## src/sv/fpnc_pkg.sv

```systemverilog
`default_nettype none

package fpnc_pkg;

    // default sizes
    localparam int MAX_STATES_DEF = 64;
    localparam int NODE_COUNT_DEF = 256;

    // state count after reset
    localparam logic [6:0] NUM_STATES_RESET = 7'd4;

    // saturation limits
    localparam logic [23:0] SITE_MAX  = 24'hFF_FFFF;
    localparam logic [31:0] TOTAL_MAX = 32'hFFFF_FFFF;

    // one input word: two children, destination, weight, root flag
    typedef struct packed {
        logic        left_is_leaf;
        logic [6:0]  left_char;
        logic [7:0]  left_node;
        logic        right_is_leaf;
        logic [6:0]  right_char;
        logic [7:0]  right_node;
        logic [7:0]  dest_node;
        logic [15:0] weight;
        logic        site_end;
    } in_word_t;

    // one result word
    typedef struct packed {
        logic [63:0] node_set;
        logic [15:0] step_cost;
        logic [23:0] site_score;
        logic [31:0] total_score;
        logic        site_done;
    } out_word_t;

    // node index modulo the store depth, by reciprocal multiplication
    // recip is ceil(2^16 / count); exact for any 8-bit index when count < 256
    function automatic logic [7:0] node_mod(input logic [7:0] v, input logic [12:0] count,
                                            input logic [16:0] recip);
        logic [24:0] prod;
        logic [20:0] back;
        if (count > 13'd255) return v;
        prod = 25'(v) * 25'(recip);
        back = 21'(prod[23:16]) * 21'(count);
        return v - back[7:0];
    endfunction

endpackage

`default_nettype wire

```

## src/sv/fpnc_merge.sv

```systemverilog
`default_nettype none

module fpnc_merge
    import fpnc_pkg::*;
#(
    parameter int MAX_STATES = MAX_STATES_DEF
) (
    input  wire logic [6:0]            num_states,
    input  wire in_word_t              item,
    input  wire logic [MAX_STATES-1:0] left_stored,
    input  wire logic [MAX_STATES-1:0] right_stored,
    input  wire logic [23:0]           site_accum,
    input  wire logic [31:0]           total_accum,
    output out_word_t                  result
);

    logic [MAX_STATES-1:0] all_mask;
    logic [MAX_STATES-1:0] left_set;
    logic [MAX_STATES-1:0] right_set;
    logic [MAX_STATES-1:0] meet;
    logic [MAX_STATES-1:0] merged;
    logic [15:0]           cost;
    logic [24:0]           site_sum;
    logic [32:0]           total_sum;
    logic                  left_all;
    logic                  right_all;

    // every state in use: low min(num_states, MAX_STATES) bits
    always_comb begin
        for (int k = 0; k < MAX_STATES; k++) begin
            all_mask[k] = (8'(k) < {1'b0, num_states});
        end
    end

    // gap or out-of-range character stands for every state
    assign left_all  = (item.left_char >= num_states)
                    || ({1'b0, item.left_char} >= 8'(MAX_STATES));
    assign right_all = (item.right_char >= num_states)
                    || ({1'b0, item.right_char} >= 8'(MAX_STATES));

    // child sets
    always_comb begin
        for (int k = 0; k < MAX_STATES; k++) begin
            left_set[k]  = item.left_is_leaf
                ? (left_all ? all_mask[k] : (item.left_char == 7'(k)))
                : (left_stored[k] & all_mask[k]);
            right_set[k] = item.right_is_leaf
                ? (right_all ? all_mask[k] : (item.right_char == 7'(k)))
                : (right_stored[k] & all_mask[k]);
        end
    end

    // intersection, union when empty
    assign meet   = left_set & right_set;
    assign merged = (meet == '0) ? (left_set | right_set) : meet;
    assign cost   = (meet == '0) ? item.weight : 16'd0;

    // saturating scores
    assign site_sum  = {1'b0, site_accum} + 25'(cost);
    assign total_sum = {1'b0, total_accum} + 33'(cost);

    always_comb begin
        result.node_set    = 64'(merged);
        result.step_cost   = cost;
        result.site_score  = site_sum[24] ? SITE_MAX : site_sum[23:0];
        result.total_score = total_sum[32] ? TOTAL_MAX : total_sum[31:0];
        result.site_done   = item.site_end;
    end

endmodule

`default_nettype wire

```

## config.mk

```make
export PLATFORM = sky130hd
export DESIGN_NAME = fpnc_merge
export DESIGN_NICKNAME = d
export VERILOG_FILES = /design/src/sv/fpnc_pkg.sv /design/src/sv/fpnc_merge.sv
export SDC_FILE = /design/constraint.sdc
export NUM_CORES = 1
export LEC_CHECK = 0
export BUFFER_PORTS_ARGS = -buffer_cell sky130_fd_sc_hd__buf_2
export CAP_MARGIN = 20
export CORE_AREA = 2 2 147 149
export DETAILED_ROUTE_END_ITERATION = 8
export DIE_AREA = 0 0 149 151
export PLACE_DENSITY = 0.73
export SLEW_MARGIN = 10
export SYNTH_ARGS = -nofsm -noshare
export SYNTH_HDL_FRONTEND = slang
export SYNTH_SLANG_ARGS = --single-unit
```

## constraint.sdc

```tcl
create_clock -name vclk -period 12.2
set_input_delay 0.61 -clock vclk [all_inputs]
set_output_delay 0.61 -clock vclk [all_outputs]
set_load 0.02 [all_outputs]
```

## After elaboration in Yosys (flattened, before gate mapping)

Index checks and enable logic that the tools add are counted.

| word-level totals | value |
|---|---|
| register bits after elaboration | 0 |
| input port bits | 248 |
| output and inout port bits | 137 |
| word-level logic and storage cells | 591 |

| operators by class | value |
|---|---|
| add/sub/neg operators | 2 |
| magnitude comparators | 68 |
| equality and inequality tests | 126 |
| muxes and demuxes | 260 |
| bitwise operators | 130 |
| reductions and logical operators | 5 |

Operators by type and width:

| cell | number |
|---|---|
| equality test 7 x 6 -> 1 bit (second input constant) | 64 |
| 2-to-1 mux 1 bit | 256 |
| equality test 7 x 5 -> 1 bit (second input constant) | 32 |
| less-than comparator 6 x 7 -> 1 bit (first input constant) | 32 |
| bitwise AND 1 bit | 128 |
| equality test 7 x 4 -> 1 bit (second input constant) | 16 |
| less-than comparator 5 x 7 -> 1 bit (first input constant) | 16 |
| bitwise AND 64 bit | 1 |
| zero test 64 bit | 1 |
| 2-to-1 mux 64 bit | 1 |
| OR 64 bit | 1 |
| equality test 7 x 3 -> 1 bit (second input constant) | 8 |
| less-than comparator 4 x 7 -> 1 bit (first input constant) | 8 |
| adder 32 x 16 -> 33 bit | 1 |
| 2-to-1 mux 32 bit | 1 |
| equality test 7 x 2 -> 1 bit (second input constant) | 4 |
| less-than comparator 3 x 7 -> 1 bit (first input constant) | 4 |
| adder 24 x 16 -> 25 bit | 1 |
| 2-to-1 mux 24 bit | 1 |
| 2-to-1 mux 16 bit | 1 |
| equality test 7 x 1 -> 1 bit (second input constant) | 2 |
| >= comparator 7 bit | 2 |
| >= comparator 7 bit (second input constant) | 2 |
| zero test 7 bit | 2 |
| 3 further kinds | 6 |

## Logic depth before layout (Yosys ltp)

Gate-level depths: netlist (run 1).

| depth | value |
|---|---|
| depth after elaboration | 9 |
| gate-level depth with buffers | 36 |
| depth with buffers taken out | 26 |

## Least setup slack after synthesis (run 1)

OpenSTA, ideal clock, no wires.

| path | value |
|---|---|
| kind | input-to-output |
| from | input port num_states[6] |
| to | output port result[50] in the netlist's numbering |
| arrival time | 8.032 ns |
| data required time | 11.590 ns |
| path slack | 3.558 ns |
| cell stages on the path | 34 |
| buffers on the path | 9 |
| cells stage by stage | buf_2 -> inv_1 -> clkbuf_1 -> ha_1 -> a211oi_4 -> o21ai_2 -> a211oi_4 -> buf_4 -> o32a_1 -> nor2_1 -> a2111oi_1 -> and4_1 -> and4_1 -> buf_4 -> buf_2 -> clkbuf_1 -> clkbuf_1 -> clkbuf_1 -> clkbuf_1 -> and2_1 -> ha_1 -> maj3_1 -> maj3_1 -> maj3_1 -> o21bai_1 -> a21oi_1 -> o21ai_0 -> nand2_1 -> a32oi_1 -> a41oi_1 -> o311ai_1 -> a21oi_1 -> nor3b_1 -> nor3_1 |

RTL lines:

| what | line | text |
|---|---|---|
| start, declared | fpnc_merge.sv:8 | `input wire logic [6:0] num_states,` |
| end, declared | fpnc_merge.sv:14 | `output out_word_t result` |

==> results of run 1 <==
worst min-delay path by stage:
stage,from,endpoint,slack (ps)
finish,item[0],result[0],1220
global route,item[0],result[0],1220
CTS,item[0],result[0],1220
detailed placement,item[0],result[0],1220
global placement,item[0],result[0],1220
floorplan,item[0],result[0],1330
cells in the final DEF (no fill, tap or decap), drive strengths merged, types with 9 or more instances in the layout:
cell type / n
a211o: 13
a21o: 10
a31oi: 40
o21bai: 23
nor3b: 11
o31ai: 9
mux2i: 12
ha: 26
nand2: 178
o211ai: 20
nand2b: 12
o32a: 35
nand3b: 17
and3: 32
or2: 9
and2: 21
nand4: 26
o22a: 14
maj3: 54
a211oi: 20
nor2: 137
xnor2: 40
o221ai: 11
o22ai: 41
inv: 37
xor2: 23
o21a: 12
a21oi: 83
nor2b: 15
buf: 373
nand3: 105
o21ai: 74
nor3: 15
cell usage after synthesis (26+ instances only):
master    instances
o22ai_1          41
o32a_1           35
clkbuf_1         86
a21oi_1          80
maj3_1           54
nand2_1         178
xnor2_1          40
ha_1             26
nand3_1         105
nand4_1          26
nor2_1          135
o21ai_0          65
buf_2            29
a31oi_1          40
inv_1            36
and3_1           32
report_power, final:
| part | internal (mW) | switching, mW | total, mW |
|---|---|---|---|
| Sequential | 0 | 0 | 0 |
| Combinational | 0.157 | 0.294 | 0.450 |
| Clock | 0.0000000329 | 0 | 0.0000000329 |
| Total | 0.157 | 0.294 | 0.450 |
per-layer routing:
layer | up-vias | routed length (µm)
met5 | - | 25
met4 | 4 | 4560
met3 | 256 | 5740
met2 | 1018 | 21800
met1 | 6105 | 18000
li1 | 5993 | -
cell type report:
cell class	count	share of cell area [%]
Antenna cell	3	0.0703
Timing Repair Buffer	373	17.8
Tap cell	275	3.22
Inverter	38	1.34
Multi-Input combinational cell	1275	77.5
cell families after synthesis:
kind of cell,Yosys count
AOI/OAI and AO/OA,497
and+or+nand+nor,619
muxes,16
adders and majority gates,80
xor gates and xnor gates,63
buffers and inverters,177
per-stage QoR:
step	worst slack, ps	util, %	instances
after floorplan	3560	-	1452
after global placement	2200	51.3	1961
after detailed placement	2110	51.3	1961
after CTS	2090	51.3	1961
after global routing	1300	51.3	1963
final	1720	51.3	1964
worst max-delay path, delay by kind of cell:
kind	cells	cell delay, ps
compound gates	13	4970
simple gates	6	1990
fa+ha+maj	5	1260
buf+inv	3	1000
==> flow_metrics.tcl, run 1 <==
set metrics [dict create \
    outcome "complete, no violations" \
    synth_top_area_share_pct 7.43 \
    grt-ovfl-total 0 \
    met1_usage_pct 47.9 \
    path_common_cell "maj3_1" \
    nFlopsAndLatches 0 \
    final_area_um2 10700 \
    slowest_stage "a2111oi_0" \
    multi_input_area_um2 8280 \
    nClkBuffers 0 \
    fmaxAchievable_mhz 95.4 \
    num-fill-cells 2271 \
    drt_pre_antenna_iters 6 \
    postRouteAntennaNets 0 \
    required_ps 11590 \
    portBuffers 359 \
    ir_drop_uv 31.8 \
    worstMarginPinSlew_ps 1200 \
    chipWidth_um 149 \
    seq_area_um2 0 \
    drc 0 \
    drv_cap 0 \
    postCtsHoldBufs 0 \
    gp_congestion 1.06 \
    syn_inst 1452 \
    use_met2_pct 67.9 \
    finalPower_mw 0.450 \
    synth-simple-area-share_pct 34.1 \
    cp.arrival_ps 9870 \
    syn_area_per_cell_um2 6.19 \
    rsz0062_at_grt "no" \
    drive_above_1_share_pct 24.4 \
    dp_hpwl_um 39600 \
    grt_usage_pct 41.7 \
    holdPathStages 0 \
    synth_compound_area_share_pct 40.2 \
    fin_crit_ps 10480 \
    die_h_um 151 \
    grt_pass1_vias 12400 \
    final_hold_viol_count 0 \
    endpoint "result[52]" \
    synthAdderAreaFrac_pct 9.63 \
    leakagePower_nw 4.60 \
    busiest_layer "met2" \
    critPathLaunchType "input port" \
    synth_mux_area_share_pct 1.84 \
    rows 53 \
    relSlewSlack_pct 19.5 \
    max_stage_delay_ps 950 \
    vias 13400 \
    antenna_found_initial 4 \
    placeableCoreArea_um2 20800 \
    critPathLaunch "num_states[5]" \
    seq_area_frac_synth_pct 0 \
    finalSetupViolations 0 \
    grt_max_degree 70 \
    critical_path_class "in2out" \
    synth_cell_type_count 88 \
    boundaryPins 385 \
    yosysWarningCount 0 \
    synth_top_family_by_area "compound AO/OA/AOI/OAI gates" \
    use_met3_pct 9.07 \
    viasPerCell 6.81 \
    synth.largest_area_cell "nand2_1" \
    grt_pass1_wl_um 72600 \
    dieArea_um2 22500 \
    postCtsSetupBuffers 0 \
    synth_xor_area_share_pct 6.14 \
    drt_iter0_markers 1732 \
    worstSetupEndpointType "primary output" \
    powerDensity_nw_per_um2 42.2 \
    path_max_fanout 32 \
    slew_violations 0 \
    syn_area_um2 8990 \
    whs_ps 1220 \
    hold_class "in2out" \
    synth_area_leaders "nand2_1 (7.4%), maj3_1 (6.0%), nand3_1 (5.8%)" \
    start_util_pct 43.2 \
    routed_wl_um 50200 \
    fin_nets 1962 \
    syn_to_final_growth_pct 18.8 \
    place_area_um2 10700 \
    min_period_over_period_pct 85.9 \
    wire_per_inst_um 25.5 \
    finalSetupTns_ps 0 \
    postCtsResizedCells 0 \
    syn_nets 1726 \
]
Note: power is estimated with default switching activity, not from simulation.
==> run 2: changes to the inputs <==
--- a/config.mk
+++ b/config.mk
@@ -5,12 +5,13 @@
 export SDC_FILE = /design/constraint.sdc
 export NUM_CORES = 1
 export LEC_CHECK = 0
+export ABC_AREA = 1
 export BUFFER_PORTS_ARGS = -buffer_cell sky130_fd_sc_hd__buf_2
 export CAP_MARGIN = 20
-export CORE_AREA = 2 2 147 149
+export CORE_MARGIN = 2
+export CORE_UTILIZATION = 40
 export DETAILED_ROUTE_END_ITERATION = 8
-export DIE_AREA = 0 0 149 151
-export PLACE_DENSITY = 0.73
+export PLACE_DENSITY = 0.68
 export SLEW_MARGIN = 10
 export SYNTH_ARGS = -nofsm -noshare
 export SYNTH_HDL_FRONTEND = slang
==> run 2 against run 1 <==
Worst hold slack hardly changed. Via count is 14% higher. Setup slack better by 1700 ps. Sequential share of layout area did not move. Count of clock-buffer cells in the layout stayed put. Critical path depth is 3 higher. Final cell count up 40%. Utilization down 2.0 points. Combinational power decreased by 10%. Synthesized area up 3.9%. Critical path type unchanged. Largest cell class unchanged. Largest power group unchanged. Highest routed layer unchanged.
==> flow_metrics.tcl, run 2 <==
set metrics [dict create \
    postCtsHoldBufs 0 \
    max_stage_delay_ps 870 \
    path_common_cell "nand2_1" \
    synth_area_leaders "nand2_1 (34%), nor2_1 (16%), inv_1 (9.6%)" \
    nFlopsAndLatches 0 \
    critPathLaunchType "input port" \
    hold_class "in2out" \
    synthTopCellsByCount "nand2_1 (843), nor2_1 (389), inv_1 (238)" \
    dieArea_um2 24600 \
    antenna_found_initial 5 \
    final_common_cell "nand2_1" \
    outcome "complete, no violations" \
    chipWidth_um 157 \
    finalSetupTns_ps 0 \
    synth.largest_area_cell "nand2_1" \
    slew_violations 0 \
    fin_crit_ps 8800 \
    drive_above_1_share_pct 17.9 \
    yosysMostFrequentCell "nand2_1" \
    relSlewSlack_pct 19.5 \
    grt_pass1_wl_um 74300 \
    rsz0062_at_grt "no" \
    wire_per_inst_um 18.5 \
    gp_congestion 1.04 \
    worstMarginPinSlew_ps 1200 \
    seq_area_frac_synth_pct 0 \
    worst-path-buf-inv 6 \
    grt_usage_pct 38.9 \
    vias 15200 \
    die_h_um 157 \
    syn_area_per_cell_um2 4.39 \
    syn_area_um2 9340 \
    postRouteAntennaNets 0 \
    critical_path_class "in2out" \
    final_cell_mix "nand2_1 (843), nor2_1 (389), buf_2 (359)" \
    slowest_stage "nand3_4" \
    min_period_over_period_pct 72.1 \
    worstSetupEndpointType "primary output" \
    leakagePower_nw 7.26 \
    synth_top_area_share_pct 33.9 \
    placeableCoreArea_um2 22800 \
    fmaxAchievable_mhz 114 \
    grt-ovfl-total 0 \
    path_max_fanout 85 \
    ir_drop_uv 24.6 \
    powerDensity_nw_per_um2 36.0 \
    syn_inst 2127 \
    path_delay_family "simple AND/OR/NAND/NOR gates" \
    final_area_um2 11200 \
    viasPerCell 5.54 \
    synth_cell_type_count 37 \
    drc 0 \
    place_area_um2 11200 \
    nClkBuffers 0 \
    postCtsSetupBuffers 0 \
    cp.arrival_ps 8190 \
    rows 55 \
    drv_cap 0 \
    routed_wl_um 50800 \
    final_hold_viol_count 0 \
    start_util_pct 41.0 \
    syn_to_final_growth_pct 20.2 \
    syn_nets 2401 \
    required_ps 11590 \
    dp_hpwl_um 41400 \
    postCtsResizedCells 0 \
    seq_area_um2 0 \
    fin_nets 2701 \
    boundaryPins 385 \
    finalSetupViolations 0 \
    grt_max_degree 86 \
    drt_pre_antenna_iters 8 \
    drt_iter0_markers 1729 \
    yosysWarningCount 0 \
    grt_pass1_vias 13400 \
    portBuffers 359 \
]
run 2: cell types whose count changed in the layout (fill, tap and decap cells not counted), moves of 36 or more:
cell / change
nand2_1: +665
nor2_1: +254
a31oi_1: -40
maj3_1: -54
inv_1: +202
xnor2_1: -39
a21oi_1: -36
o21ai_0: +75
nand3_1: +71
o22ai_1: -40
run 2: layout make-up:
class              instances  area [µm²]
inverters                246         923
multi-input cells       1809        8020
repair buffers           370        1880
well taps                313         392
fillers                 2771       11500
diodes                     5        12.5
run 2: metal layers:
metal	GRT usage (%)	vias to the layer above	share of wire [%]
li1	-	7297	-
met1	52.1	6773	40
met2	62.6	969	43
met3	5.90	154	12
met4	15.2	2	4.7
met5	0	-	0.026
run 2: worst paths after layout:
check | from | end | slack (ps) | cells past startpoint
worst min-delay path | item[0] | result[0] | 1220 | 0
worst max-delay path | num_states[2] | result[39] | 3400 | 30
run 2: through the flow:
stage | utilization, % | hold slack [ps] | setup slack [ps] | total power [mW] | cells
global placement | 49.2 | 1220 | 3740 | 0.389 | 2737
global route | 49.3 | 1220 | 2960 | 0.438 | 2741
floorplan | - | 1330 | 6600 | 0.245 | 2127
detailed placement | 49.2 | 1220 | 3680 | 0.392 | 2737
finish | 49.3 | 1220 | 3400 | 0.405 | 2743
CTS | 49.2 | 1220 | 3670 | 0.394 | 2737
run 2: logic make-up (layout without fill, tap and decap cells):
| logic type | count (synthesis) | in the layout | share of synthesized area [%] |
|---|---|---|---|
| XOR/XNOR | 6 | 6 | 0.562 |
| adder cells (fa/ha/maj) | 26 | 26 | 3.48 |
| AO/OA/AOI/OAI | 226 | 226 | 12.8 |
| buffers and inverters | 318 | 616 | 14.1 |
| AND/OR/NAND/NOR | 1551 | 1551 | 69.1 |
| other | 0 | 5 | 0 |
run 2: power breakdown:
group,total [mW],switching [mW],internal [mW]
logic,0.405,0.282,0.123
registers,0,0,0
clock network,0.0000000549,0,0.0000000549
total,0.405,0.282,0.123
